**config.mk**
```make
export PLATFORM = sky130hd
export DESIGN_NAME = http_request_line_classifier_unit
export DESIGN_NICKNAME = d
export VERILOG_FILES = /design/src/rtl/core/hrlc_pkg.sv /design/src/rtl/core/http_request_line_classifier_unit.sv
export SDC_FILE = /design/constraint.sdc
export NUM_CORES = 1
export LEC_CHECK = 0
export BUFFER_PORTS_ARGS = -buffer_cell sky130_fd_sc_hd__buf_4
export CORE_MARGIN = 5
export CORE_UTILIZATION = 65
export DETAILED_ROUTE_END_ITERATION = 8
export PLACE_DENSITY_LB_ADDON = 0.1
export SYNTH_ARGS = -nofsm -noshare
export SYNTH_HDL_FRONTEND = slang
export SYNTH_SLANG_ARGS = --single-unit
export TNS_END_PERCENT = 30
```
**constraint.sdc**
```tcl
create_clock -name clk -period 8.81 [get_ports clk]
set_input_delay 2.643 -clock clk [delete_from_list [all_inputs] [get_ports clk]]
set_output_delay 2.643 -clock clk [all_outputs]
set_load 0.01 [all_outputs]
```
**src/rtl/core/hrlc_pkg.sv**
```systemverilog
package hrlc_pkg;

    typedef struct packed {
        logic [7:0] in_byte;
        logic       end_of_message;
    } req_in_t;

    typedef struct packed {
        logic       result_kind;
        logic [7:0] file_byte;
        logic [2:0] method_code;
        logic [1:0] service_code;
        logic       last_result;
    } req_out_t;

    localparam logic [7:0] CHAR_NL = 8'h0A;
    localparam logic [7:0] CHAR_SP = 8'h20;
    localparam logic [7:0] CHAR_SL = 8'h2F;

    localparam logic KIND_FILE    = 1'b0;
    localparam logic KIND_SUMMARY = 1'b1;

    localparam logic [2:0] METH_GET = 3'd0;

    localparam logic [1:0] SVC_INVALID = 2'd0;
    localparam logic [1:0] SVC_ECHO    = 2'd1;
    localparam logic [1:0] SVC_STATIC  = 2'd2;

    localparam int NUM_METH = 7;
    localparam int NUM_SVC  = 2;

    localparam logic [7:0] METH_TEXT [0:6][0:6] = '{
        '{8'h47, 8'h45, 8'h54, 8'h00, 8'h00, 8'h00, 8'h00},
        '{8'h50, 8'h4F, 8'h53, 8'h54, 8'h00, 8'h00, 8'h00},
        '{8'h48, 8'h45, 8'h41, 8'h44, 8'h00, 8'h00, 8'h00},
        '{8'h50, 8'h55, 8'h54, 8'h00, 8'h00, 8'h00, 8'h00},
        '{8'h54, 8'h52, 8'h41, 8'h43, 8'h45, 8'h00, 8'h00},
        '{8'h43, 8'h4F, 8'h4E, 8'h4E, 8'h45, 8'h43, 8'h54},
        '{8'h4F, 8'h50, 8'h54, 8'h49, 8'h4F, 8'h4E, 8'h00}
    };
    localparam logic [3:0] METH_LEN [0:6] = '{4'd3, 4'd4, 4'd4, 4'd3, 4'd5, 4'd7, 4'd6};

    localparam logic [7:0] SVC_TEXT [0:1][0:5] = '{
        '{8'h45, 8'h43, 8'h48, 8'h4F, 8'h00, 8'h00},
        '{8'h53, 8'h54, 8'h41, 8'h54, 8'h49, 8'h43}
    };
    localparam logic [2:0] SVC_LEN [0:1] = '{3'd4, 3'd6};

    function automatic logic [7:0] upcase(input logic [7:0] b);
        upcase = (b >= 8'h61 && b <= 8'h7A) ? b - 8'h20 : b;
    endfunction

endpackage

```
**src/rtl/core/http_request_line_classifier_unit.sv**
```systemverilog
// A byte accepted into the input register is parsed from there once the result queue
// has room, and its result words are written into the queue, which offers them on out_data.
// Throughput: one byte per cycle unless the parse stage is held, which it is while the
// four-entry result queue lacks room for two words; the output moves one word per cycle.
// Reset (rst_n low, asynchronous) clears the parse state, the held summary and the queue.
module http_request_line_classifier_unit (
    input  logic               clk,
    input  logic               rst_n,
    input  logic               in_valid,
    output logic               in_ready,
    input  hrlc_pkg::req_in_t  in_data,
    output logic               out_valid,
    input  logic               out_ready,
    output hrlc_pkg::req_out_t out_data
);

    typedef enum logic [2:0] {
        SEC_METHOD  = 3'b001,
        SEC_URL     = 3'b010,
        SEC_VERSION = 3'b100
    } sec_t;

    typedef enum logic [3:0] {
        PH_BEFORE  = 4'b0001,
        PH_SEGMENT = 4'b0010,
        PH_FILE    = 4'b0100,
        PH_AFTER   = 4'b1000
    } phase_t;

    // Input register.
    logic              s1_valid_reg;
    hrlc_pkg::req_in_t s1_data_reg;

    // Parse state.
    sec_t       sec_reg, sec_next;
    logic       fin_reg, fin_next;
    logic [6:0] mcand_reg, mcand_next;
    logic [3:0] mlen_reg, mlen_next;
    phase_t     phase_reg, phase_next;
    logic [1:0] scand_reg, scand_next;
    logic [2:0] slen_reg, slen_next;
    logic       slash_reg, slash_next;
    logic       owed_reg, owed_next;
    logic [2:0] owed_meth_reg, owed_meth_next;
    logic [1:0] owed_svc_reg, owed_svc_next;

    // Result queue.
    hrlc_pkg::req_out_t fifo_reg [0:3];
    logic [1:0]         rptr_reg;
    logic [1:0]         wptr_reg;
    logic [2:0]         count_reg;

    logic               proc;
    logic               pop;
    logic [1:0]         nwr;
    hrlc_pkg::req_out_t wr0;
    hrlc_pkg::req_out_t wr1;

    hrlc_pkg::req_out_t loc [0:2];
    logic [1:0]         nloc;
    hrlc_pkg::req_out_t cl0, cl1, cl2;
    logic [2:0]         cnt;
    logic [7:0]         b;
    logic [7:0]         up;
    logic               eom;

    function automatic logic [2:0] meth_code(input logic [6:0] cand, input logic [3:0] len);
        logic [2:0] code;
        code = hrlc_pkg::METH_GET;
        for (int k = hrlc_pkg::NUM_METH - 1; k >= 0; k--)
        begin
            if (cand[k] && len == hrlc_pkg::METH_LEN[k])
            begin
                code = 3'(k);
            end
        end
        return code;
    endfunction

    function automatic logic [1:0] svc_code(input phase_t ph, input logic [1:0] cand,
                                            input logic [2:0] len);
        logic [1:0] code;
        code = hrlc_pkg::SVC_INVALID;
        if (ph != PH_BEFORE)
        begin
            if (cand[0] && len == hrlc_pkg::SVC_LEN[0])
            begin
                code = hrlc_pkg::SVC_ECHO;
            end
            else if (cand[1] && len == hrlc_pkg::SVC_LEN[1])
            begin
                code = hrlc_pkg::SVC_STATIC;
            end
        end
        return code;
    endfunction

    function automatic hrlc_pkg::req_out_t file_word(input logic [7:0] fb);
        hrlc_pkg::req_out_t w;
        w.result_kind  = hrlc_pkg::KIND_FILE;
        w.file_byte    = fb;
        w.method_code  = hrlc_pkg::METH_GET;
        w.service_code = hrlc_pkg::SVC_INVALID;
        w.last_result  = 1'b0;
        return w;
    endfunction

    function automatic hrlc_pkg::req_out_t summary_word(input logic [2:0] m,
                                                        input logic [1:0] s);
        hrlc_pkg::req_out_t w;
        w.result_kind  = hrlc_pkg::KIND_SUMMARY;
        w.file_byte    = 8'h00;
        w.method_code  = m;
        w.service_code = s;
        w.last_result  = 1'b1;
        return w;
    endfunction

    // The parse stage runs only when the queue has room for the two words a byte can add.
    assign proc      = s1_valid_reg && (count_reg <= 3'd2);
    assign in_ready  = !s1_valid_reg || proc;
    assign out_valid = (count_reg != 3'd0);
    assign out_data  = fifo_reg[rptr_reg];
    assign pop       = out_valid && out_ready;

    assign b   = s1_data_reg.in_byte;
    assign eom = s1_data_reg.end_of_message;
    assign up  = hrlc_pkg::upcase(b);

    always_comb
    begin
        sec_next   = sec_reg;
        fin_next   = fin_reg;
        mcand_next = mcand_reg;
        mlen_next  = mlen_reg;
        phase_next = phase_reg;
        scand_next = scand_reg;
        slen_next  = slen_reg;
        slash_next = slash_reg;
        nloc       = 2'd0;
        for (int i = 0; i < 3; i++)
        begin
            loc[i] = '0;
        end

        if (!fin_reg)
        begin
            if (b == hrlc_pkg::CHAR_NL)
            begin
                fin_next = 1'b1;
            end
            else if (b == hrlc_pkg::CHAR_SP)
            begin
                case (sec_reg)
                    SEC_METHOD: sec_next = SEC_URL;
                    SEC_URL:    sec_next = SEC_VERSION;
                    default:    sec_next = sec_reg;
                endcase
            end
            else if (sec_reg == SEC_METHOD)
            begin
                for (int k = 0; k < hrlc_pkg::NUM_METH; k++)
                begin
                    if (!(mlen_reg < hrlc_pkg::METH_LEN[k]
                          && hrlc_pkg::METH_TEXT[k][mlen_reg[2:0]] == up))
                    begin
                        mcand_next[k] = 1'b0;
                    end
                end
                if (mlen_reg != 4'd15)
                begin
                    mlen_next = mlen_reg + 4'd1;
                end
            end
            else if (sec_reg == SEC_URL)
            begin
                case (phase_reg)
                    PH_BEFORE:
                    begin
                        phase_next = PH_SEGMENT;
                    end
                    PH_SEGMENT:
                    begin
                        if (b == hrlc_pkg::CHAR_SL)
                        begin
                            phase_next = (svc_code(phase_reg, scand_reg, slen_reg)
                                          == hrlc_pkg::SVC_STATIC) ? PH_FILE : PH_AFTER;
                        end
                        else
                        begin
                            for (int k = 0; k < hrlc_pkg::NUM_SVC; k++)
                            begin
                                if (!(slen_reg < hrlc_pkg::SVC_LEN[k]
                                      && hrlc_pkg::SVC_TEXT[k][slen_reg] == up))
                                begin
                                    scand_next[k] = 1'b0;
                                end
                            end
                            if (slen_reg != 3'd7)
                            begin
                                slen_next = slen_reg + 3'd1;
                            end
                        end
                    end
                    PH_FILE:
                    begin
                        // A held slash is released by any later byte but a space or newline; a new slash is held.
                        if (slash_reg)
                        begin
                            loc[nloc] = file_word(hrlc_pkg::CHAR_SL);
                            nloc      = nloc + 2'd1;
                        end
                        if (b == hrlc_pkg::CHAR_SL)
                        begin
                            slash_next = 1'b1;
                        end
                        else
                        begin
                            slash_next = 1'b0;
                            loc[nloc]  = file_word(b);
                            nloc       = nloc + 2'd1;
                        end
                    end
                    default:
                    begin
                        phase_next = phase_reg;
                    end
                endcase
            end

            if (eom)
            begin
                fin_next = 1'b1;
            end
            if (fin_next)
            begin
                loc[nloc] = summary_word(meth_code(mcand_next, mlen_next),
                                         svc_code(phase_next, scand_next, slen_next));
                nloc      = nloc + 2'd1;
            end
        end

        if (eom)
        begin
            sec_next   = SEC_METHOD;
            fin_next   = 1'b0;
            mcand_next = 7'h7F;
            mlen_next  = 4'd0;
            phase_next = PH_BEFORE;
            scand_next = 2'b11;
            slen_next  = 3'd0;
            slash_next = 1'b0;
        end
    end

    // A summary held from the previous byte goes out ahead of this byte's words; at most
    // two words leave per byte and a third one, always a summary, is held for the next.
    always_comb
    begin
        if (owed_reg)
        begin
            cl0 = summary_word(owed_meth_reg, owed_svc_reg);
            cl1 = loc[0];
            cl2 = loc[1];
            cnt = {1'b0, nloc} + 3'd1;
        end
        else
        begin
            cl0 = loc[0];
            cl1 = loc[1];
            cl2 = loc[2];
            cnt = {1'b0, nloc};
        end
        wr0 = cl0;
        wr1 = cl1;
        nwr = (cnt > 3'd2) ? 2'd2 : cnt[1:0];
        if (cnt == 3'd3)
        begin
            owed_next      = 1'b1;
            owed_meth_next = cl2.method_code;
            owed_svc_next  = cl2.service_code;
        end
        else
        begin
            owed_next      = 1'b0;
            owed_meth_next = owed_meth_reg;
            owed_svc_next  = owed_svc_reg;
        end
    end

    always_ff @(posedge clk or negedge rst_n)
    begin
        if (!rst_n)
        begin
            s1_valid_reg  <= 1'b0;
            sec_reg       <= SEC_METHOD;
            fin_reg       <= 1'b0;
            mcand_reg     <= 7'h7F;
            mlen_reg      <= 4'd0;
            phase_reg     <= PH_BEFORE;
            scand_reg     <= 2'b11;
            slen_reg      <= 3'd0;
            slash_reg     <= 1'b0;
            owed_reg      <= 1'b0;
            owed_meth_reg <= hrlc_pkg::METH_GET;
            owed_svc_reg  <= hrlc_pkg::SVC_INVALID;
            rptr_reg      <= 2'd0;
            wptr_reg      <= 2'd0;
            count_reg     <= 3'd0;
        end
        else
        begin
            if (in_ready)
            begin
                s1_valid_reg <= in_valid;
            end
            if (proc)
            begin
                sec_reg       <= sec_next;
                fin_reg       <= fin_next;
                mcand_reg     <= mcand_next;
                mlen_reg      <= mlen_next;
                phase_reg     <= phase_next;
                scand_reg     <= scand_next;
                slen_reg      <= slen_next;
                slash_reg     <= slash_next;
                owed_reg      <= owed_next;
                owed_meth_reg <= owed_meth_next;
                owed_svc_reg  <= owed_svc_next;
                wptr_reg      <= wptr_reg + nwr;
            end
            if (pop)
            begin
                rptr_reg <= rptr_reg + 2'd1;
            end
            count_reg <= count_reg + (proc ? {1'b0, nwr} : 3'd0) - {2'b00, pop};
        end
    end

    always_ff @(posedge clk)
    begin
        if (in_valid && in_ready)
        begin
            s1_data_reg <= in_data;
        end
        if (proc && nwr != 2'd0)
        begin
            fifo_reg[wptr_reg] <= wr0;
        end
        if (proc && nwr == 2'd2)
        begin
            fifo_reg[wptr_reg + 2'd1] <= wr1;
        end
    end

endmodule
```
==> results of run 1 <==
-- cell families (layout without fill, tap and decap cells) --
group,count (synthesis),in the layout
xor+xnor,29,29
buf+inv,75,79
flops,104,104
compound gates,200,200
mux,24,24
simple gates,276,276
fa+ha+maj,20,20
-- worst min path at each step --
stage | end | slack, ps | cells past startpoint
3_5_place_dp | mcand_reg[3] | 470 | 2
3_3_place_gp | mcand_reg[3] | 450 | 2
6_report | mcand_reg[3] | 480 | 2
2_1_floorplan | mcand_reg[3] | 440 | 2
5_1_grt | owed_meth_reg[0] | 520 | 2
4_1_cts | mcand_reg[3] | 490 | 2
-- metrics by stage --
| step | power, mW | hold WS (ps) | cell area [µm²] | setup slack (ps) |
|---|---|---|---|---|
| final | 2.007 | 483.9 | 7406 | 3727 |
| after global routing | 2.132 | 516.3 | 7406 | 3342 |
| after CTS | 1.994 | 485.9 | 7406 | 3752 |
| after detailed placement | 1.678 | 468.7 | 7194 | 3812 |
| after global placement | 1.638 | 449.7 | 7194 | 3979 |
| after floorplan | 1.411 | 439.3 | 6954 | 3897 |
-- per-layer routing --
metal | track usage [%] | wire [µm] | share of wire, %
met2 | 49.68 | 8892 | 50
met3 | 4.668 | 1381 | 7.7
met5 | 0 | 0 | 0
met4 | 12.18 | 670 | 3.7
met1 | 35.61 | 7018 | 39
-- area by class of cell --
cell class | instances | area, µm²
clock inverter | 7 | 87.58
inverter | 26 | 97.59
tap | 136 | 170.2
multi-input combinational | 549 | 3707
timing repair buffer | 37 | 277.8
fill | 777 | 2964
sequential | 104 | 2942
clock buffer | 9 | 123.9
-- cells in the mapped netlist (all sizes together), types with 13 or more instances --
cell type | count | area share, %
o31ai | 13 | 1.5
nand2 | 91 | 4.9
dfrtp | 28 | 10
xnor2 | 18 | 2.3
o21ai | 51 | 3.7
nor2 | 57 | 3.1
mux4 | 14 | 4.5
inv | 26 | 1.4
buf | 22 | 1.7
edfxtp | 65 | 28
a21oi | 30 | 2.2
nand3 | 21 | 1.5
o22ai | 32 | 2.9
clkbuf | 27 | 1.5
ha | 19 | 3.4
nor3 | 22 | 1.7
-- power by group --
group,switching [mW],internal (mW),total [mW]
Clock,0.183,0.137,0.320
Sequential,0.182,0.623,0.804
Combinational,0.500,0.383,0.883
Total,0.864,1.14,2.01
-- worst max-delay path: stages, from the launching register on --
cell and delay [ps]:
edfxtp_1 950, nand3b_1 180, nor4_1 310, buf_4 200, inv_1 80, ha_1 300
nand2_1 100, ha_1 310, inv_1 80, o32a_1 140, nor2_1 60, ha_1 320
o21ai_0 110, o41ai_2 150, o21a_1 290, nor2_1 120, o31ai_2 960
==> flow_metrics.tcl, run 1 <==
set metrics [dict create \
    status "complete, no violations" \
    start_kind "register" \
    holdBufCountCts 0 \
    finalHoldViolations 0 \
    leakage_nw 2.737 \
    overflow 0 \
    drtIter0Drc 576 \
    synth_compound_area_share_pct 19.31 \
    ys.warnings.count 0 \
    final_max_slew_viol_count 0 \
    synth-seq-area-share_pct 42.30 \
    drive_gt1_share_pct 13.80 \
    ctsHtreeMaxLevel 3 \
    numCtsBuffers 9 \
    fp.coreArea_um2 10370 \
    crit_type "reg -> reg" \
    finalCritPeriodShare_pct 57.70 \
    ios 30 \
    grt_pass1_wl_mm 29.37 \
    numClockSinks 104 \
    min-delay-start "mcand_reg[3]" \
    clk_pin_slew_ps 110 \
    synth_nets 761 \
    rrSetupSlack_ps 3730 \
    numPortBuffers 29 \
    tightest_slew_ps 1211 \
    final_nets 760 \
    place_congestion 0.9995 \
    first_pass_iters 5 \
    cp_max_fo 28 \
    power.density_nw_per_um2 271.0 \
    synth_top_family_by_area "simple AND/OR/NAND/NOR gates" \
    wl_per_cell_um 20.69 \
    grt_pass1_vias 5868 \
    min_period_ps 5083 \
    cp.required_ps 8800 \
    clock.fmax_mhz 196.7 \
    finClkSkew_ps 24.13 \
    fin_tns_setup_ps 0 \
    die_x_um 113.4 \
    postSynthCellCount 728 \
    dp.cells 852 \
    drc 0 \
    dp_hpwl_mm 12.92 \
    antenna_found_initial 0 \
    vias_per_cell 6.857 \
    grt_start_max_net_pins 40 \
    final-setup-viol-count 0 \
    synth-seq-cells 104 \
    yosys.area_share.simple_pct 20.40 \
    synthToLayoutAreaGrowth_pct 6.495 \
    netlist_area_um2 6954 \
    synth-xor-area-share_pct 3.652 \
    final_common_cell "nand2_1" \
    synth_edf_count 65 \
    cts_root_buffer "clkbuf_8" \
    start_util_pct 67.06 \
    post_cts_buffers 0 \
    finalNonFillerCells 868 \
    final_cell_mix "nand2_1, edfxtp_1, nor2_1" \
    dieArea_um2 12870 \
    fin_util_pct 71.42 \
    r2r_start "b[0]" \
    largest_reg_flops 56 \
    r2r_end "fifo_reg[0][12]" \
    async_flop_share_pct 37.50 \
    dominantRegCellSynth "edfxtp_1" \
    clk_latency_ps 390 \
    diodes 0 \
    wl_mm 17.96 \
    vdd_drop_max_v 0.0002300 \
    track_usage_pct 28.66 \
    synthMuxAreaShare_pct 6.099 \
    route.vias.total 5952 \
    cts.repair.resized 0 \
    max-slew-margin-rel_pct 18.80 \
    rsz0062_at_grt "false" \
    cp-startpoint "b[0]" \
    ant_nets 0 \
    rows 37 \
    chipHeight_um 113.4 \
    cap_violations 0 \
    reg2reg_depth 16 \
    cts_max_path_buffers 2 \
    endpoint_kind "register" \
    hold_path.class "reg -> reg" \
    worstPathArrival_ps 5080 \
    endpoint "fifo_reg[0][12]" \
    synth_cell_type_count 84 \
    cts_tree "done" \
    syn-mean-instance-area_um2 9.552 \
    synth-adder-area-share_pct 3.706 \
]
Note: power is estimated with default switching activity, not from simulation.
==> run 2: changes to the inputs <==
CORE_UTILIZATION = 63   (was 65)
clock period = 4.78 ns   (was 8.81 ns; I/O delays follow)
==> run 2 against run 1 <==
  * Sequential share of layout area shrank 0.78 points
  * Hold slack worse by 2.4 ps
  * Clock power is 67% higher
  * Die area up 2.9%
  * Clock skew decreased by 13 ps
  * Wire length grew 4.2%
  * Core utilization shrank 1.7 points
==> flow_metrics.tcl, run 2 (same netlist as run 1, synthesis figures left out) <==
set metrics [dict create \
    numCtsBuffers 9 \
    fin_tns_setup_ps 0 \
    worstHoldPathCells 2 \
    finClkSkew_ps 10.93 \
    wl_per_cell_um 20.99 \
    finalNonFillerCells 892 \
    r2r_end "count_reg[2]" \
    largest_reg_flops 56 \
    grt_pass1_vias 5807 \
    ctsHtreeMaxLevel 3 \
    dp.cells 870 \
    grt_start_max_net_pins 40 \
    numPortBuffers 29 \
    die_x_um 115.1 \
    final_max_slew_viol_count 0 \
    cts_root_buffer "clkbuf_8" \
    final-setup-viol-count 0 \
    numClockSinks 104 \
    finalHoldViolations 0 \
    clock.fmax_mhz 220.6 \
    max-slew-margin-rel_pct 37.80 \
    min_period_ps 4533 \
    drive_gt1_share_pct 16.22 \
    final_common_cell "nand2_1" \
    cts_tree "done" \
    ant_nets 0 \
    dp_slack_ps 214.0 \
    start_util_pct 64.15 \
    vias_per_cell 6.859 \
    cp.required_ps 5090 \
    cap_violations 0 \
    holdBufCountCts 0 \
    hold_path.class "reg -> reg" \
    wl_mm 18.72 \
    diodes 0 \
    reg2reg_depth 20 \
    cts_max_path_buffers 2 \
    overflow 0 \
    cp_max_fo 6 \
    power.density_nw_per_um2 488.7 \
    ios 30 \
    rows 38 \
    fp.coreArea_um2 10840 \
    clk_pin_slew_ps 110 \
    dieArea_um2 13240 \
    clk_latency_ps 380 \
    grt_pass1_wl_mm 30.26 \
    leakage_nw 2.827 \
    finalCritPeriodShare_pct 94.83 \
    endpoint_kind "register" \
    track_usage_pct 29.21 \
    synthToLayoutAreaGrowth_pct 8.636 \
    first_pass_iters 6 \
    rrSetupSlack_ps 250 \
    drtIter0Drc 795 \
    r2r_start "b[4]" \
    fin_util_pct 69.69 \
    layout_setup_ws_ps 247.0 \
    antenna_found_initial 0 \
    place_congestion 0.9478 \
    hold_slack_ps 481.6 \
    tightest_slew_ps 933.0 \
    crit_type "reg -> reg" \
    start_kind "register" \
    route.vias.total 6118 \
    status "complete, no violations" \
    final_cell_mix "nand2_1, edfxtp_1, nor2_1, buf_4, o21ai_0" \
    worstPathArrival_ps 4840 \
    min-delay-start "scand_reg[1]" \
    vdd_drop_max_v 0.0004334 \
    drc 0 \
    chipHeight_um 115.1 \
    final_nets 780 \
    dp_hpwl_mm 13.82 \
    min_to "scand_reg[1]" \
]
-- run 2: worst max-delay path by stage --
stage / from / end / cells after the start
floorplan: b[0] / fifo_reg[0][0] / 17
global placement: b[7] / count_reg[2] / 20
detailed placement: b[7] / count_reg[2] / 20
CTS: b[7] / count_reg[2] / 20
global route: b[4] / count_reg[2] / 20
finish: b[4] / count_reg[2] / 20
-- run 2: cell type report --
| type | instances | area (µm²) |
|---|---|---|
| Timing Repair Buffer | 57 | 427.9 |
| Clock buffer | 9 | 123.9 |
| Clock inverter | 7 | 66.31 |
| Tap cell | 140 | 175.2 |
| Multi-Input combinational cell | 549 | 3722 |
| Fill cell | 812 | 3286 |
| Inverter | 26 | 97.59 |
| Sequential cell | 104 | 2942 |
-- run 2: report_power, final --
group,internal [mW],leakage [nW],total [mW],switching [mW]
clock,0.201,0.0949,0.534,0.333
sequential,1.15,1.11,1.42,0.273
combinational,0.744,1.63,1.74,0.993
-- run 2: routing by layer --
| metal | share of wire [%] | vias to the layer above | wire length (µm) | GRT usage, % |
|---|---|---|---|---|
| met5 | 0 | - | 0 | 0 |
| met4 | 5.1 | 0 | 960 | 14.24 |
| met3 | 7.4 | 76 | 1378 | 4.895 |
| met2 | 49 | 346 | 9207 | 49.92 |
| met1 | 38 | 2921 | 7172 | 35.96 |
| li1 | - | 2775 | - | - |
-- run 2: critical path, stage by stage (launching register included) --
cell	delay [ps]
edfxtp_1	480
nand3b_1	280
nor4_4	330
inv_1	120
ha_1	310
nand2_1	110
ha_1	310
inv_1	50
o32a_1	160
nor2_1	150
ha_1	270
o21ai_0	200
o41ai_2	140
nor2_1	190
nand2_1	90
ha_1	300
inv_1	50
ha_1	180
fa_1	390
xnor2_1	200
xnor2_1	140
-- run 2: timing repair --
action,CTS,global route
endpoints found under the hold margin,0,0
endpoints found under the setup margin,0,4
buffers inserted,0,6
gates resized for setup,0,2
-- run 2: through the flow --
stage               cell area (µm²)  power [mW]
floorplan                      6954       2.601
global route                   7555       3.931
global placement               7305       3.075
detailed placement             7305       3.125
CTS                            7495       3.652
finish                         7555       3.692
